## src/rtl/gfba_ram.sv

```systemverilog
// ----------------------------------------------------------------------------
// gfba_ram
// Generic single-port RAM with one read per cycle plus a write when enabled, registered read.
// ----------------------------------------------------------------------------
module gfba_ram #(
    parameter int WIDTH = 8,
    parameter int DEPTH = 16
) (
    input  logic                     i_clk,
    input  logic                     i_we,
    input  logic [$clog2(DEPTH)-1:0] i_addr,
    input  logic [WIDTH-1:0]         i_wdata,
    output logic [WIDTH-1:0]         o_rdata
);

    logic [WIDTH-1:0] r_mem [DEPTH];
    logic [WIDTH-1:0] r_rdata;

    always_ff @(posedge i_clk) begin
        if (i_we) begin
            r_mem[i_addr] <= i_wdata;
        end
        r_rdata <= r_mem[i_addr];
    end

    assign o_rdata = r_rdata;

endmodule

```

## config.mk

```make
export PLATFORM = sky130hd
export DESIGN_NAME = gfba_ram
export DESIGN_NICKNAME = d
export VERILOG_FILES = /design/src/rtl/gfba_ram.sv
export SDC_FILE = /design/constraint.sdc
export NUM_CORES = 1
export LEC_CHECK = 0
export ABC_AREA = 1
export CELL_PAD_IN_SITES_DETAIL_PLACEMENT = 1
export CELL_PAD_IN_SITES_GLOBAL_PLACEMENT = 2
export CORE_MARGIN = 2
export CORE_UTILIZATION = 37
export DETAILED_ROUTE_END_ITERATION = 16
export DONT_BUFFER_PORTS = 1
export PLACE_DENSITY = 0.84
export SYNTH_ARGS = -nofsm -noshare
export SYNTH_HDL_FRONTEND = slang
export SYNTH_SLANG_ARGS = --single-unit
export TNS_END_PERCENT = 50
```

## constraint.sdc

```tcl
create_clock -name i_clk -period 1.9 [get_ports i_clk]
set_clock_uncertainty 0.15 [all_clocks]
set_input_delay 0.57 -clock i_clk [delete_from_list [all_inputs] [get_ports i_clk]]
set_output_delay 0.57 -clock i_clk [all_outputs]
set_load 0.05 [all_outputs]
```

Yosys cells after proc, flatten, opt, wreduce, memory -nomap -nowiden
Memory sizes are Yosys's and may differ from the RTL's. A register that Yosys moved wholly into a read port is not among the register bits.
Index checks and enable logic that the tools add are counted.
Widths: inputs -> output; s select.
- add/subtract/negate cells: 0
- multiply operators: 0
- divide/modulo/power cells: 0
- $lt $le $gt $ge: 0
- equal/unequal tests: 0
- shifts and indexed selects: 0
- multiplexer cells: 2
- bitwise logic cells: 0
- reductions and logical operators: 0
- operators by type and width (operator ; number):
    $mux 1 ; 2
- bits in registers: 0
- latch bits: 0
- memory bits (writable): 128
- bits in read-only memories: 0
- bits of input ports: 14
- output and inout port bits: 8
- logic and storage cells: 3
- memories: 1
- memory list (memory ; depth ; width ; rd ports ; clocked after memory_dff ; wr ports ; RTL line ; text):
    r_mem ; 16 ; 8 ; 1 ; 1 ; 1 ; 16 ; logic [WIDTH-1:0] r_mem [DEPTH];

Logic depth before layout (Yosys ltp)
Gate-level depths: netlist of the first run.
- depth in word-level cells: 2
- mapped depth: 11
- depth with buffers taken out: 9

Worst setup path before layout of the first run
Ideal clock, no wire load.
- path type: input port to flip-flop
- from: input i_addr[1]
- to: memory r_mem[3][0] (enable)
- setup time: 0.370 ns
- arrival time: 1.577 ns
- data required time: 1.380 ns
- path slack: -0.197 ns
- stages: 4
- buffers on the path: 2
- cell sequence: buf_2 -> clkbuf_1 -> nand3_1 -> nor2_1
- RTL lines (what ; RTL line ; text):
    start: declaration ; 11 ; input logic [$clog2(DEPTH)-1:0] i_addr,
    end: declaration ; 16 ;
No word-level cell before the write port.

Worst setup path in the final report of the first run
- from: register r_rdata[6], in the netlist o_rdata[6], read port of r_mem
- to: output o_rdata[6]
- RTL lines (what ; RTL line ; text):
    start: declaration ; 17 ; logic [WIDTH-1:0] r_rdata;
    end: declaration ; 13 ; output logic [WIDTH-1:0] o_rdata
No word-level cell between the ends.

==> metrics.cfg, run 1 <==
[grt]
globalRouteOverflowTotal = 0
grt_max_degree = 68
antenna_found_initial = 0
grt_usage_pct = 18.42
grt_pass1_wl_um = 21880
first_global_vias = 4095

[sta]
finalSetupTns_ns = 0
relSlewSlack_pct = 66.01
layout_setup_ws_ns = 0.1286
timing.final.crit_share_pct = 93.23
min_period_ns = 1.771
rsz0062_at_grt = no
worstMarginPinSlew_ns = 0.5093
finalSetupViolCount = 0
hold_viol = 0
fmax_mhz = 564.5
finalMaxSlewViolations = 0

[die]
fp.dieH_um = 126.9
die_w_um = 126.9
dieArea_mm2 = 0.01612
rows = 44
start_util_pct = 38.19
io_pins = 22
coreArea_mm2 = 0.01464

[synth]
yosysTopAreaCell = edfxtp_1
synth.cell_area_mm2 = 0.005593
synthDistinctLibCells = 11
yosysWarnings = 0
synth_adder_area_share_pct = 0
synth_top_family_by_area = simple AND/OR/NAND/NOR gates
syn_inst = 548
ys_ff_latch = 136
synthSimpleGateAreaFrac_pct = 24.79
syn-num-nets = 562
synthMuxAreaShare_pct = 0
synth_xor_xnor_area_share_pct = 0
synth-compound-area-share_pct = 0
ys_top_cells_by_area = edfxtp_1, nand2_1, dfxtp_1
postSynthAreaPerCell_um2 = 10.21
synth_seq_area_share_pct = 71.59
yosysTopAreaCellShare_pct = 68.72

[placed_design]
place_area_mm2 = 0.005914
place_congestion = 0.7467
portBuffers = 0
dp_hpwl_um = 8754
post-place-ws_ns = 0.06026
placed_cells = 733

[cts]
post-cts-setup-buffer-count = 0
cts_resized = 0
h-tree-depth = 4
cts_hold_buf = 0
tritoncts = yes
cts_sinks = 136
cts-buffers-inserted = 17
clk_pin_slew_worst_paths_ns = 0.05
cts-root-buf = clkbuf_16
max-clock-path-buffers = 2
clock_latency_ns = 0.42

[critical_path]
cp-end-kind = output pin
crit_fanout = 1
required_ns = 1.18
startpoint_type = register
worstSetupPathType = register to output pin
arrival_ns = 1.05

[route]
drt-pass1-iter-count = 4
wirelength_um = 13610
drt-vias-per-instance = 4.875
drt_iter0_drc = 240
ant_nets = 0
vias = 3729
wl_per_cell_um = 17.80
post-route-drc-count = 0

[finish]
stdcell_count = 765
final_common_cell = nand2_1
n_fill_cell = 1579
drive_above_1_share_pct = 10.84
final_nets = 582
layout_common_cells = nand2_1, edfxtp_1, inv_1, buf_4, clkbuf_16
final_core_util_pct = 44.56
antenna_cells = 0
final_cell_area_mm2 = 0.006525
syn2layout_area_growth_pct = 16.67

[pwr]
p_int_mw = 5.651
p_per_area_mw_per_mm2 = 1087
combPwrFrac_pct = 4.1
irDropWorstVdd_mv = 0.5942
swShare_pct = 20.35
clockPowerShare_pct = 47.2
power.leakage_nw = 2.751
p_seq_share_pct = 48.6
p_switching_mw = 1.443

[run]
maxCapViolCount = 0

[hold_path]
hold_path_class = input pin to register

[run_status]
run_status = finished clean

==> kinds of logic after synthesis <==
| group | Yosys count |
|---|---|
| flip-flops | 136 |
| AND/OR/NAND/NOR | 368 |
| buffers and inverters | 44 |
==> synthesized netlist by cell type <==
| cell | count |
|---|---|
| clkbuf_1 | 3 |
| inv_2 | 1 |
| dfxtp_1 | 8 |
| edfxtp_1 | 128 |
| nand2_1 | 346 |
| buf_2 | 12 |
| inv_1 | 21 |
| buf_4 | 6 |
| clkinv_1 | 1 |
| nor2_1 | 18 |
| nand3_1 | 4 |
==> layout make-up <==
cell class,count,area [um^2],area share (%)
well taps,184,230.2,3.528
flip-flops and latches,136,4004,61.36
multi-input cells,368,1416,21.71
repair buffers,22,177.7,2.723
inverters,23,86.33,1.323
clock buffers,25,495.5,7.593
clock inverters,7,115.1,1.764
==> power groups by stage <==
stage | Combinational (mW) | Sequential [mW] | Clock [mW]
after floorplan | 0.236 | 3.50 | 0
after global placement | 0.285 | 3.51 | 0
after detailed placement | 0.295 | 3.51 | 0
after CTS | 0.300 | 3.45 | 3.42
after global routing | 0.340 | 3.46 | 3.53
final | 0.293 | 3.45 | 3.35
==> per-layer routing <==
layer | GRT usage (%) | wire [um]
met5 | 0 | 0
met3 | 3.838 | 275
met2 | 32.01 | 7014
met1 | 22.03 | 5999
met4 | 8.403 | 324
==> worst register-to-register path: cells and delay by family (launching register included) <==
| kind | cells | cell delay [ns] |
|---|---|---|
| buffers and inverters | 1 | 0.12 |
| DFF | 1 | 0.38 |
| and+or+nand+nor | 7 | 0.39 |
==> state kept, by name, indices dropped and copies added (netlist names) <==
register	cells
o_rdata	8
r_mem	128
==> through the flow <==
step / power (mW) / hold WS (ns)
after detailed placement: 3.807 / 0.5200
final: 7.094 / 0.09419
after global routing: 7.322 / 0.08055
after floorplan: 3.740 / 0.4928
after global placement: 3.795 / 0.5203
after CTS: 7.173 / 0.07638
==> worst paths after layout <==
| check | endpoint | slack [ns] | start | cells after the start |
|---|---|---|---|---|
| max reg2reg | o_rdata[0] | 0.74 | r_mem[5][0] | 8 |
| min reg2reg | o_rdata[0] | 0.57 | r_mem[9][0] | 8 |
| max | o_rdata[6] | 0.13 | o_rdata[6] | 0 |
| min | r_mem[6][5] | 0.09 | i_wdata[5] | 0 |
(Power assumes the default switching activity.)
==> run 2: changes to the inputs <==
==> constraint.sdc (replaced) <==
create_clock -name i_clk -period 1.5 [get_ports i_clk]
set_clock_uncertainty 0.15 [all_clocks]
set_input_delay 0.45 -clock i_clk [delete_from_list [all_inputs] [get_ports i_clk]]
set_output_delay 0.45 -clock i_clk [all_outputs]
set_load 0.05 [all_outputs]
==> run 2 against run 1 <==
  * The flow now finishes with violations (negative setup slack)
  * Global-route usage rose by 0.69 points
  * Clock power increased by 18%
  * Design area is 4.3% higher
  * Critical path type unchanged
  * Critical endpoint is now o_rdata[2]
  * Largest power group unchanged
==> metrics.cfg, run 2 (synthesis results as in run 1) <==
[run_status]
run_status = complete, but fails checks
violations = negative setup slack

[critical_path]
path_cells = buf_8
startpoint_type = register
required_ns = 0.90
crit_start = o_rdata[2]
crit_end = o_rdata[2]
cp_num_buf_inv = 1
reg2reg_slack_ns = 0.31
path_depth = 1
rr_endpoint = o_rdata[3]
cp-end-kind = output pin
worstSetupPathType = register to output pin
arrival_ns = 0.93
critPathSlowestCell = dfxtp_2
cp_top_family = flip-flops
r2r_start = r_mem[2][3]
r2r_cells = 8
cp_slowest_stage_delay_ns = 0.36
crit_fanout = 1

[grt]
grt_usage_pct = 19.11
antenna_found_initial = 2
grt_max_degree = 68
first_global_vias = 4067
globalRouteOverflowTotal = 0
grt_pass1_wl_um = 22340

[die]
start_util_pct = 38.19
die_w_um = 126.9
coreArea_mm2 = 0.01464
io_pins = 22
rows = 44
dieArea_mm2 = 0.01612
fp.dieH_um = 126.9

[finish]
final_core_util_pct = 46.49
drive_above_1_share_pct = 12.82
layout_common_cells = nand2_1, edfxtp_1, inv_1
final_cell_area_mm2 = 0.006808
n_fill_cell = 1594
final_nets = 587
largest_reg_flops = 128
top_register = r_mem
syn2layout_area_growth_pct = 21.72
final_common_cell = nand2_1

[sta]
relSlewSlack_pct = 48.70
timing.final.crit_share_pct = 102.1
hold_viol = 0
min_period_ns = 1.532
worstMarginPinSlew_ns = 0.7695
fin_hold_ws_ns = 0.1730
finalSetupViolCount = 6
rsz0062_at_grt = yes
fmax_mhz = 652.9
layout_setup_ws_ns = -0.03168
finalMaxSlewViolations = 0

[hold_path]
hold_path_class = input pin to register
min_path_cells = 6

[cts]
clk_pin_slew_worst_paths_ns = 0.05
cts_sinks = 136
clock_latency_ns = 0.43
h-tree-depth = 4
cts-buffers-inserted = 17
max-clock-path-buffers = 2
cts-root-buf = clkbuf_16
post-cts-setup-buffer-count = 0
tritoncts = yes

[placed_design]
place_congestion = 0.7918
portBuffers = 0
place_area_mm2 = 0.006085
dp_hpwl_um = 8681

[route]
drt-pass1-iter-count = 6
wl_per_cell_um = 18.16
post-route-drc-count = 0
drt-vias-per-instance = 4.786
drt_iter0_drc = 125
ant_nets = 0
vias = 3690
wirelength_um = 14000

[run]
maxCapViolCount = 0

[pwr]
power.leakage_nw = 2.836
p_per_area_mw_per_mm2 = 1308
irDropWorstVdd_mv = 1.056

[run 2: where the power goes]
group	switching, mW	internal, mW
Clock	1.44	2.52
Combinational	0.435	0.213
Sequential	0.0404	4.26
Total	1.92	6.99
[run 2: worst min path at each step]
stage | startpoint | endpoint | slack, ns
finish | i_addr[1] | o_rdata[2] | 0.17
global route | i_addr[1] | o_rdata[2] | 0.22
CTS | i_addr[1] | o_rdata[2] | 0.16
detailed placement | i_wdata[4] | r_mem[0][4] | 0.40
global placement | i_wdata[5] | r_mem[2][5] | 0.40
floorplan | i_wdata[0] | r_mem[0][0] | 0.40
[run 2: through the flow]
step,worst slack [ns],power [mW],instances,setup TNS [ns]
3_3_place_gp,-0.04104,4.893,730,-0.8692
2_1_floorplan,-0.05110,4.792,548,-2.483
4_1_cts,-0.05390,8.988,769,-1.346
5_1_grt,-0.05780,9.183,770,-0.3144
6_report,-0.03168,8.906,771,-0.1189
3_5_place_dp,-0.07380,4.905,730,-1.493
[run 2: per-layer routing]
layer,part of all wire [%],GRT usage [%]
met1,41,22.05
met2,53,34.00
met3,3.9,5.356
met4,1.6,6.917
met5,0,0
[run 2: timing repair]
action	4_1_cts	5_1_grt
gates cloned	0	0
endpoints found under the hold margin	128	0
resized for setup	23	7
hold buffers	8	0
endpoints found under the setup margin	8	115
[run 2: final cells by class]
class / instances / area, um^2 / share of cell area, %
Antenna cell: 2 / 5.005 / 0.07352
Clock buffer: 27 / 483.0 / 7.094
Clock inverter: 4 / 71.32 / 1.048
Inverter: 23 / 111.4 / 1.636
Multi-Input combinational cell: 368 / 1572 / 23.08
Sequential cell: 136 / 4014 / 58.96
Tap cell: 184 / 230.2 / 3.382
Timing Repair Buffer: 27 / 321.6 / 4.723
