$ cat src/rtl/gfba_pkg.sv
// ----------------------------------------------------------------------------
// gfba_pkg
// Shared constants, codes and types for the grouped free block allocator.
// ----------------------------------------------------------------------------
package gfba_pkg;

    localparam int FREE_SLOTS_DEF  = 64;
    localparam int BLOCK_COUNT_DEF = 256;

    localparam int BLOCK_W  = 8;
    localparam int STATUS_W = 2;

    // Request operations.
    localparam logic FUNC_ALLOC = 1'b0;
    localparam logic FUNC_FREE  = 1'b1;

    // Response status codes.
    localparam logic [STATUS_W-1:0] STATUS_DONE     = 2'd0;
    localparam logic [STATUS_W-1:0] STATUS_NO_SPACE = 2'd1;
    localparam logic [STATUS_W-1:0] STATUS_REFUSED  = 2'd2;

    typedef logic [BLOCK_W-1:0] t_block;

    // Per-cycle command to every cell of the slot chain.
    typedef struct packed {
        logic shift_in;
        logic shift_out;
    } t_cell_ctl;

endpackage

$ cat src/rtl/gfba_cell.sv
// ----------------------------------------------------------------------------
// gfba_cell
// One slot of the free block stack; shifts towards or away from the top.
// ----------------------------------------------------------------------------
module gfba_cell (
    input  logic                i_clk,
    input  logic                i_rst_n,
    input  gfba_pkg::t_cell_ctl i_ctl,
    input  gfba_pkg::t_block    i_from_top,
    input  gfba_pkg::t_block    i_from_bottom,
    output gfba_pkg::t_block    o_slot
);

    gfba_pkg::t_block r_slot;
    gfba_pkg::t_block n_slot;

    always_comb begin
        n_slot = r_slot;
        if (i_ctl.shift_in) begin
            n_slot = i_from_top;
        end else if (i_ctl.shift_out) begin
            n_slot = i_from_bottom;
        end
    end

    // The top cell holds the end-of-chain sentinel after reset.
    always_ff @(posedge i_clk) begin
        if (!i_rst_n) begin
            r_slot <= '0;
        end else begin
            r_slot <= n_slot;
        end
    end

    assign o_slot = r_slot;

endmodule

$ cat config.mk
export PLATFORM = sky130hd
export DESIGN_NAME = gfba_cell
export DESIGN_NICKNAME = d
export VERILOG_FILES = /design/src/rtl/gfba_pkg.sv /design/src/rtl/gfba_cell.sv
export SDC_FILE = /design/constraint.sdc
export NUM_CORES = 1
export LEC_CHECK = 0
export ABC_CLOCK_PERIOD_IN_PS = 1740
export BUFFER_PORTS_ARGS = -buffer_cell sky130_fd_sc_hd__buf_2
export CAP_MARGIN = 20
export CELL_PAD_IN_SITES_DETAIL_PLACEMENT = 1
export CELL_PAD_IN_SITES_GLOBAL_PLACEMENT = 1
export CORE_MARGIN = 5
export CORE_UTILIZATION = 31
export CTS_CLUSTER_SIZE = 12
export DETAILED_ROUTE_END_ITERATION = 16
export GPL_TIMING_DRIVEN = 0
export HOLD_SLACK_MARGIN = 0.02
export PLACE_DENSITY = 0.86
export SETUP_SLACK_MARGIN = 0.05
export SYNTH_ARGS = -nofsm -noshare
export SYNTH_HDL_FRONTEND = slang
export SYNTH_SLANG_ARGS = --single-unit
$ cat constraint.sdc
create_clock -name i_clk -period 1.74 [get_ports i_clk]
set_input_delay 0.348 -clock i_clk [delete_from_list [all_inputs] [get_ports i_clk]]
set_output_delay 0.348 -clock i_clk [all_outputs]
set_load 0.02 [all_outputs]
**Word level (Yosys, flattened, before mapping)**

Index checks and enable logic that the tools add are counted.

- Output and inout bits: 8
- Logic and storage cells: 4
- Bits in registers: 8
- Bits of input ports: 20

- Muxes and demuxes: 2
- Reductions and logical operators: 1

Operator list:

| kind | number |
|---|---|
| two-way mux 8 bit | 2 |
| nonzero test 2 bit | 1 |

**Depth between registers and ports, before layout**

Gate-level depths: netlist of the first run.

- Depth after elaboration: 2
- Mapped depth: 3
- Gate-level depth less buffers: 2

**Worst setup path before layout of the first run**

Ideal clock, no wire load.

- Kind: input port to flip-flop
- Start: input port i_ctl[0] in the netlist's numbering
- End: register r_slot[0], in the netlist o_slot[0]
- Buffers on the path: 1
- Setup time: 0.116 ns
- Required time: 1.624 ns
- Data arrival time: 0.957 ns
- Cell stages on the path: 3
- Path slack: 0.667 ns
- Path through: buf_6 -> mux2_4 -> o211a_1

- Cells in the longest elaborated chain, start to end: 1

Ends and longest elaborated chain:

| element | RTL line | text |
|---|---|---|
| from (decl) | gfba_cell.sv:8 | `input gfba_pkg::t_cell_ctl i_ctl,` |
| nonzero test 2 bit (no line) | - |  |
| to (signal assigned) | gfba_cell.sv:31 | `r_slot <= n_slot;` |
| to (decl) | gfba_cell.sv:14 | `gfba_pkg::t_block r_slot;` |

No other way between the ends.
A chain may end at the register's enable or synchronous reset.

**Worst setup path in the final report of the first run**

- Start: register r_slot[6], in the netlist o_slot[6]
- End: output port o_slot[6]

RTL lines:

| element | RTL line | text |
|---|---|---|
| to (decl) | gfba_cell.sv:11 | `output gfba_pkg::t_block o_slot` |

No word-level cell between the ends.

==> flow_summary.yaml, run 1 <==
placement:
  port_buffers: 25
  dp_slack_ps: 553
  gp_congestion: 0.585
  dpl.cell_count: 75
  post-dp-hpwl_um: 847
sta:
  finalCritPeriodShare_pct: 63.0
  slew_viol_final: 0
  fmax_mhz: 913
  hold_viol_final: 0
  setup_tns_ps: 0
  rsz0062_at_grt: "no"
  tightest_slew_ps: 340
  relSlewSlack_pct: 77.4
  period_needed_ps: 1100
  holdWs_ps: 411
  fin_skew_ps: 0
  setup_ws_ps: 644
  setup_violations: 0
power_and_ir_drop:
  p_sw_mw: 0.114
  p_comb_share_pct: 25.1
  power.total_mw: 0.455
  p_clk_share_pct: 30.0
  sw_frac_of_total_pct: 25.0
  p_int_mw: 0.341
  p_per_area_nw_per_um2: 749
  power_frac_seq_pct: 44.8
  vdd_drop_max_v: 0.000320
  leakage_nw: 0.375
cells_and_area:
  finalNonFillerCells: 78
  fillers: 168
  drive_gt1_share_pct: 60.3
  diodes: 0
  area_growth_pct: 37.8
  seqCellArea_um2: 160
  multi_input_area_um2: 260
  largest_reg_flops: 8
  fin_nets: 85
cts:
  cts_buffers: 3
  clk_latency_ps: 250
  clock_path_buffers: 2
  root_buffer: "clkbuf_4"
  ctsResizeCount: 0
  cts_htree_levels: 1
  postCtsHoldBufs: 0
  clk_pin_slew_ps: 50
  cts_tree: "built"
  cts_setup_buffers: 0
  cts_sinks: 8
synthesis:
  syn_nets: 55
  netlist_top_cells_area: "dfxtp_1 (36%), mux2_4 (27%), o211a_1 (18%)"
  yosysSeqAreaShare_pct: 36.4
  synthDistinctLibCells: 7
  ys_seq_elements: 8
  syn_area_um2: 440
  yosys_warnings: 0
  synth_top_area_share_pct: 36.4
  yosys.area.top_type: "dfxtp_1"
  synth.avg_cell_area_um2: 12.6
  syn_inst: 35
die:
  die_h_um: 47.7
  die-area_um2: 2270
  rows: 13
  core_um2: 1320
  die_x_um: 47.7
  initial_utilization_pct: 33.4
  io_pins: 28
critical_path:
  cp_data_required_time_ps: 1390
  r2r_start: "o_slot[2]"
  crit_type: "flop to primary output"
  cp-end-kind: "primary output"
  path_max_fanout: 2
  crit_family: "flip-flops"
  slowest_delay_ps: 330
  worstSetupPathDepth: 1
  start_kind: "flop"
  critical_path.cell_chain: "buf_2"
  startpoint: "o_slot[6]"
  worstRegToRegCells: 2
  crit_buf_inv: 1
  critPathSlowestCell: "dfxtp_1"
  r2r_setup_slack_ps: 860
  timing.rr.end: "o_slot[2]"
  crit_arrival_ps: 750
  worst_setup_path_endpoint: "o_slot[6]"
route:
  drt_iter0_markers: 0
  vias: 375
  ant_nets: 0
  remaining_drc_errors: 0
  wire_per_inst_um: 13.5
  first_pass_iters: 1
  viasPerCell: 4.81
  wl_um: 1050
min_path:
  min_path_type: "input pin to flop"
grt:
  antenna_found_initial: 0
  first_global_vias: 393
  grt_pass1_wl_um: 1590
  overflow: 0
  grt_max_degree: 11
  grt.total_usage_pct: 10.6
run_status:
  status: "finished, final reports clean"
run:
  cap_violations: 0
## per-layer routing
layer,vias to the layer above,global-route usage [%],share of wire (%)
met1,174,10.3,40
met3,0,8.27,11
met2,18,17.4,49
met5,-,0,0
li1,183,-,-
met4,0,3.23,0
## logic make-up (layout without fill, tap and decap cells)
kind of cell	count (synthesis)	after routing	share of synthesized area (%)
compound gates	8	8	18.2
buf+inv	3	31	4.54
flops	8	8	36.4
mux	8	8	27.3
simple gates	8	8	13.6
## worst min-delay path by stage
stage                  start        end  cells past startpoint  slack [ps]
2_1_floorplan  i_from_top[0]  o_slot[0]                      2         570
3_3_place_gp       o_slot[0]  o_slot[0]                      2         580
3_5_place_dp       o_slot[3]  o_slot[3]                      2         590
4_1_cts        i_from_top[3]  o_slot[3]                      3         400
5_1_grt        i_from_top[4]  o_slot[4]                      3         400
6_report       i_from_top[3]  o_slot[3]                      3         410
## synthesized netlist by cell type
| cell type | instances |
|---|---|
| buf_2 | 1 |
| or2b_1 | 8 |
| buf_1 | 1 |
| mux2_4 | 8 |
| buf_6 | 1 |
| o211a_1 | 8 |
| dfxtp_1 | 8 |
## worst reg2reg max path, stage by stage, from the launching register on
cell,delay (ps)
dfxtp_1,310
mux2_4,260
o211a_1,200
## power groups by stage
| stage | clock network [mW] | logic [mW] | registers (mW) |
|---|---|---|---|
| 2_1_floorplan | 0 | 0.0573 | 0.225 |
| 3_3_place_gp | 0 | 0.114 | 0.207 |
| 3_5_place_dp | 0 | 0.116 | 0.208 |
| 4_1_cts | 0.146 | 0.117 | 0.204 |
| 5_1_grt | 0.160 | 0.123 | 0.205 |
| 6_report | 0.137 | 0.114 | 0.204 |
## metrics by stage
stage / instance area, um^2 / util (%)
2_1_floorplan: 440 / -
3_3_place_gp: 584 / 44.3
3_5_place_dp: 584 / 44.3
4_1_cts: 607 / 46.1
5_1_grt: 607 / 46.1
6_report: 607 / 46.1
## cells in the final DEF (no fill, tap or decap)
master	n
clkbuf_4	3
o211a_1	8
buf_6	1
mux2_4	8
buf_1	1
dfxtp_1	8
or2b_1	8
buf_2	26
## final cells by class
type	count	share of cell area [%]
plain buffers	3	3.30
clock buffers	3	3.71
multi-input cells	24	42.9
flip-flops and latches	8	26.4
well taps	15	3.09
repair buffers	25	20.6
(Power assumes the default switching activity.)
==> inputs of run 2 (changes only) <==
ABC_CLOCK_PERIOD_IN_PS = 1000   (was 1740)
CORE_UTILIZATION = 26   (was 31)
PLACE_DENSITY = 0.78   (was 0.86)
clock period = 1 ns   (was 1.74 ns; I/O delays follow)
==> flow_summary.yaml, run 2 (synthesis results as in run 1) <==
cells_and_area:
  diodes: 0
  layout_commonest_cell: "buf_2"
  final_cell_mix: "buf_2 (18), mux2_4 (8), or2b_1 (8), o211a_1 (8), buf_4 (8)"
  largest_reg_flops: 8
  fin_nets: 85
  area_growth_pct: 44.0
  drive_gt1_share_pct: 68.3
route:
  drt_iter0_markers: 1
  first_pass_iters: 2
  remaining_drc_errors: 0
  wire_per_inst_um: 14.7
  vias: 377
  viasPerCell: 4.77
  ant_nets: 0
  wl_um: 1160
power_and_ir_drop:
  sw_frac_of_total_pct: 25.2
  power.total_mw: 0.815
  power_frac_seq_pct: 44.0
  p_sw_mw: 0.205
  p_int_mw: 0.610
  p_per_area_nw_per_um2: 1280
  p_clk_share_pct: 29.6
  leakage_nw: 0.379
  vdd_drop_max_v: 0.000579
  p_comb_share_pct: 26.4
critical_path:
  worstRegToRegCells: 2
  path_max_fanout: 2
  crit_arrival_ps: 710
  critPathSlowestCell: "dfxtp_2"
  timing.rr.end: "o_slot[0]"
  slowest_delay_ps: 320
  cp_data_required_time_ps: 800
  critical_path.cell_chain: "buf_4"
  crit_type: "flop to primary output"
  r2r_setup_slack_ps: 110
  crit_buf_inv: 1
  cp-end-kind: "primary output"
  r2r_start: "o_slot[0]"
  start_kind: "flop"
  crit_family: "flip-flops"
sta:
  tightest_slew_ps: 356
  fmax_mhz: 1100
  relSlewSlack_pct: 76.3
  setup_ws_ps: 89.2
  period_needed_ps: 911
  setup_tns_ps: 0
  rsz0062_at_grt: "yes"
  fin_skew_ps: 0
  slew_viol_final: 0
  finalCritPeriodShare_pct: 91.1
  hold_viol_final: 0
  holdWs_ps: 268
  setup_violations: 0
cts:
  cts_tree: "built"
  clk_latency_ps: 240
  cts_buffers: 3
  cts_setup_buffers: 0
  cts_htree_levels: 1
  clock_path_buffers: 2
  clk_pin_slew_ps: 60
  root_buffer: "clkbuf_4"
  cts_sinks: 8
run_status:
  status: "finished, final reports clean"
die:
  die_x_um: 51.2
  die_h_um: 51.2
  io_pins: 28
  die-area_um2: 2620
  core_um2: 1560
  initial_utilization_pct: 28.3
  rows: 14
min_path:
  holdPathStages: 3
  worstHoldEndpoint: "o_slot[1]"
  hp-start: "i_from_top[1]"
  min_path_type: "input pin to flop"
placement:
  gp_congestion: 0.611
  port_buffers: 25
  dp_slack_ps: -52.3
grt:
  grt_pass1_wl_um: 1770
  antenna_found_initial: 0
  first_global_vias: 416
  grt_max_degree: 11
  overflow: 0
  grt.total_usage_pct: 8.98
run:
  cap_violations: 0
## run 2: cell counts in the layout (fill, tap and decap cells not counted)
Identical to the previous run, type by type.
## run 2: worst max-delay path by stage
| stage | start | endpoint | slack [ps] | depth (start not counted) |
|---|---|---|---|---|
| 2_1_floorplan | o_slot[0] | o_slot[0] | 70 | 2 |
| 3_3_place_gp | i_ctl[1] | o_slot[4] | -40 | 4 |
| 3_5_place_dp | i_ctl[1] | o_slot[3] | -50 | 4 |
| 4_1_cts | o_slot[7] | o_slot[7] | 50 | 1 |
| 5_1_grt | o_slot[5] | o_slot[5] | 40 | 1 |
| 6_report | o_slot[3] | o_slot[3] | 90 | 1 |
## run 2: final cells by class
cell class                      instances  area, um^2
Multi-Input combinational cell         24         260
Tap cell                               16        20.0
Fill cell                             179         925
Timing Repair Buffer                   25         145
Buffer                                  3        20.0
Sequential cell                         8         166
Clock buffer                            3        22.5
## run 2: timing repair
action                                  4_1_cts  5_1_grt
gates resized for setup                       3       10
hold endpoints to repair                      0        0
cloned                                        0        0
hold buffers                                  0        0
endpoints found under the setup margin        3        8
## run 2: power by group through the flow
stage          logic [mW]  clock network (mW)  registers (mW)
2_1_floorplan      0.0997                   0           0.392
3_3_place_gp        0.199                   0           0.361
3_5_place_dp        0.204                   0           0.362
4_1_cts             0.210               0.252           0.356
5_1_grt             0.228               0.272           0.363
6_report            0.215               0.241           0.359
## run 2: per-stage QoR
| stage | instance area [um^2] | std cells | util (%) |
|---|---|---|---|
| 6_report | 634 | 79 | 40.7 |
| 5_1_grt | 634 | 79 | 40.7 |
| 4_1_cts | 616 | 79 | 39.5 |
| 3_5_place_dp | 586 | 76 | 37.6 |
| 3_3_place_gp | 586 | 76 | 37.6 |
| 2_1_floorplan | 440 | 35 | - |
## run 2: metal layers
| layer | GRT usage [%] | vias to the layer above | part of all wire, % |
|---|---|---|---|
| met2 | 14.2 | 15 | 48 |
| met4 | 5.38 | 0 | 0.86 |
| li1 | - | 183 | - |
| met1 | 10.2 | 177 | 42 |
| met5 | 0 | - | 0 |
| met3 | 3.49 | 2 | 9.5 |
## run 2: worst min-delay path: cells and delay by family
kind                   cells  cell delay (ps)
buffers and inverters      1               80
and+or+nand+nor            1               80
AOI/OAI and AO/OA          1              130
==> inputs of run 3 (changes only) <==
RECOVER_POWER = 100   (was default)
==> flow_summary.yaml, run 3 (synthesis results as in run 1) <==
min_path:
  min_path_type: "input pin to flop"
sta:
  slew_viol_final: 0
  relSlewSlack_pct: 76.2
  period_needed_ps: 949
  holdWs_ps: 267
  rsz0062_at_grt: "yes"
  fin_skew_ps: 0
  setup_violations: 0
  fmax_mhz: 1050
  setup_ws_ps: 51.2
  tightest_slew_ps: 356
  hold_viol_final: 0
  finalCritPeriodShare_pct: 94.9
  setup_tns_ps: 0
critical_path:
  critPathSlowestCell: "dfxtp_1"
  cp-end-kind: "primary output"
  crit_arrival_ps: 750
  critical_path.cell_chain: "clkbuf_2"
  crit_family: "flip-flops"
  crit_buf_inv: 1
  crit_type: "flop to primary output"
  start_kind: "flop"
  slowest_delay_ps: 330
  path_max_fanout: 2
  cp_data_required_time_ps: 800
die:
  core_um2: 1560
  die-area_um2: 2620
  die_h_um: 51.2
  die_x_um: 51.2
  initial_utilization_pct: 28.3
  rows: 14
  io_pins: 28
cts:
  clk_pin_slew_ps: 60
  cts_sinks: 8
  cts_tree: "built"
  cts_buffers: 3
  cts_setup_buffers: 0
  clock_path_buffers: 2
  clk_latency_ps: 240
  cts_htree_levels: 1
  root_buffer: "clkbuf_4"
grt:
  grt_pass1_wl_um: 1770
  antenna_found_initial: 0
  first_global_vias: 416
  overflow: 0
  grt_max_degree: 11
  grt.total_usage_pct: 8.98
cells_and_area:
  final_cell_area_um2: 607
  fin_util_pct: 38.9
  largest_reg_flops: 8
  multi_input_area_um2: 249
  finalNonFillerCells: 79
  seqCellArea_um2: 160
  final_cell_mix: "buf_2 (18), or2b_1 (8), o211a_1 (8), dfxtp_1 (8), mux2_4 (5)"
  fin_nets: 85
  diodes: 0
  fillers: 185
  layout_commonest_cell: "buf_2"
  drive_gt1_share_pct: 55.6
  area_growth_pct: 37.8
power_and_ir_drop:
  power.total_mw: 0.796
  leakage_nw: 0.365
  vdd_drop_max_v: 0.000578
  p_per_area_nw_per_um2: 1310
placement:
  place_area_um2: 586
  dpl.cell_count: 76
  gp_congestion: 0.611
  port_buffers: 25
  dp_slack_ps: -52.3
route:
  vias: 374
  viasPerCell: 4.73
  remaining_drc_errors: 0
  drt_iter0_markers: 2
  wire_per_inst_um: 14.6
  first_pass_iters: 2
  wl_um: 1160
  ant_nets: 0
run_status:
  status: "finished, final reports clean"
run:
  cap_violations: 0
run 3: cell types whose count changed in the layout (fill, tap and decap cells not counted):
cell	change
dfxtp_1	+5
buf_4	-4
mux2_1	+3
mux2_4	-3
dfxtp_2	-5
clkbuf_2	+4
run 3: worst min-delay path: stages:
cell and delay [ps]:
buf_2 80, or2b_1 80, o211a_1 130
run 3: area by class of cell:
class                           count  area share [%]
Multi-Input combinational cell     24            41.0
Sequential cell                     8            26.4
Timing Repair Buffer               25            22.3
Clock buffer                        3            3.71
Buffer                              3            3.30
Tap cell                           16            3.30
run 3: final timing paths:
path                                    start         to  slack [ps]  cells past startpoint
worst max-delay path                o_slot[3]  o_slot[3]          50                      1
worst min-delay path            i_from_top[1]  o_slot[1]         270                      3
worst max register to register      o_slot[1]  o_slot[1]         110                      2
worst min register to register      o_slot[2]  o_slot[2]         590                      2
run 3: power by group:
part	switching [mW]	leakage, nW	internal (mW)
registers	0.0114	0.0667	0.344
logic	0.0874	0.284	0.110
clock network	0.106	0.0138	0.137
total	0.205	0.365	0.591
run 3: layer usage:
metal	global-route usage [%]	share of wire [%]	vias up
met5	0	0	-
met4	5.38	0.87	0
met3	3.49	9.4	2
met2	14.2	47	15
met1	10.2	43	174
li1	-	-	183
run 3: what timing repair did:
item / CTS / global route
hold buffers: 0 / 0
gates resized for setup: 3 / 10
endpoints found under the setup margin: 3 / 8
gates cloned: 0 / 0
pin swaps: 0 / 0
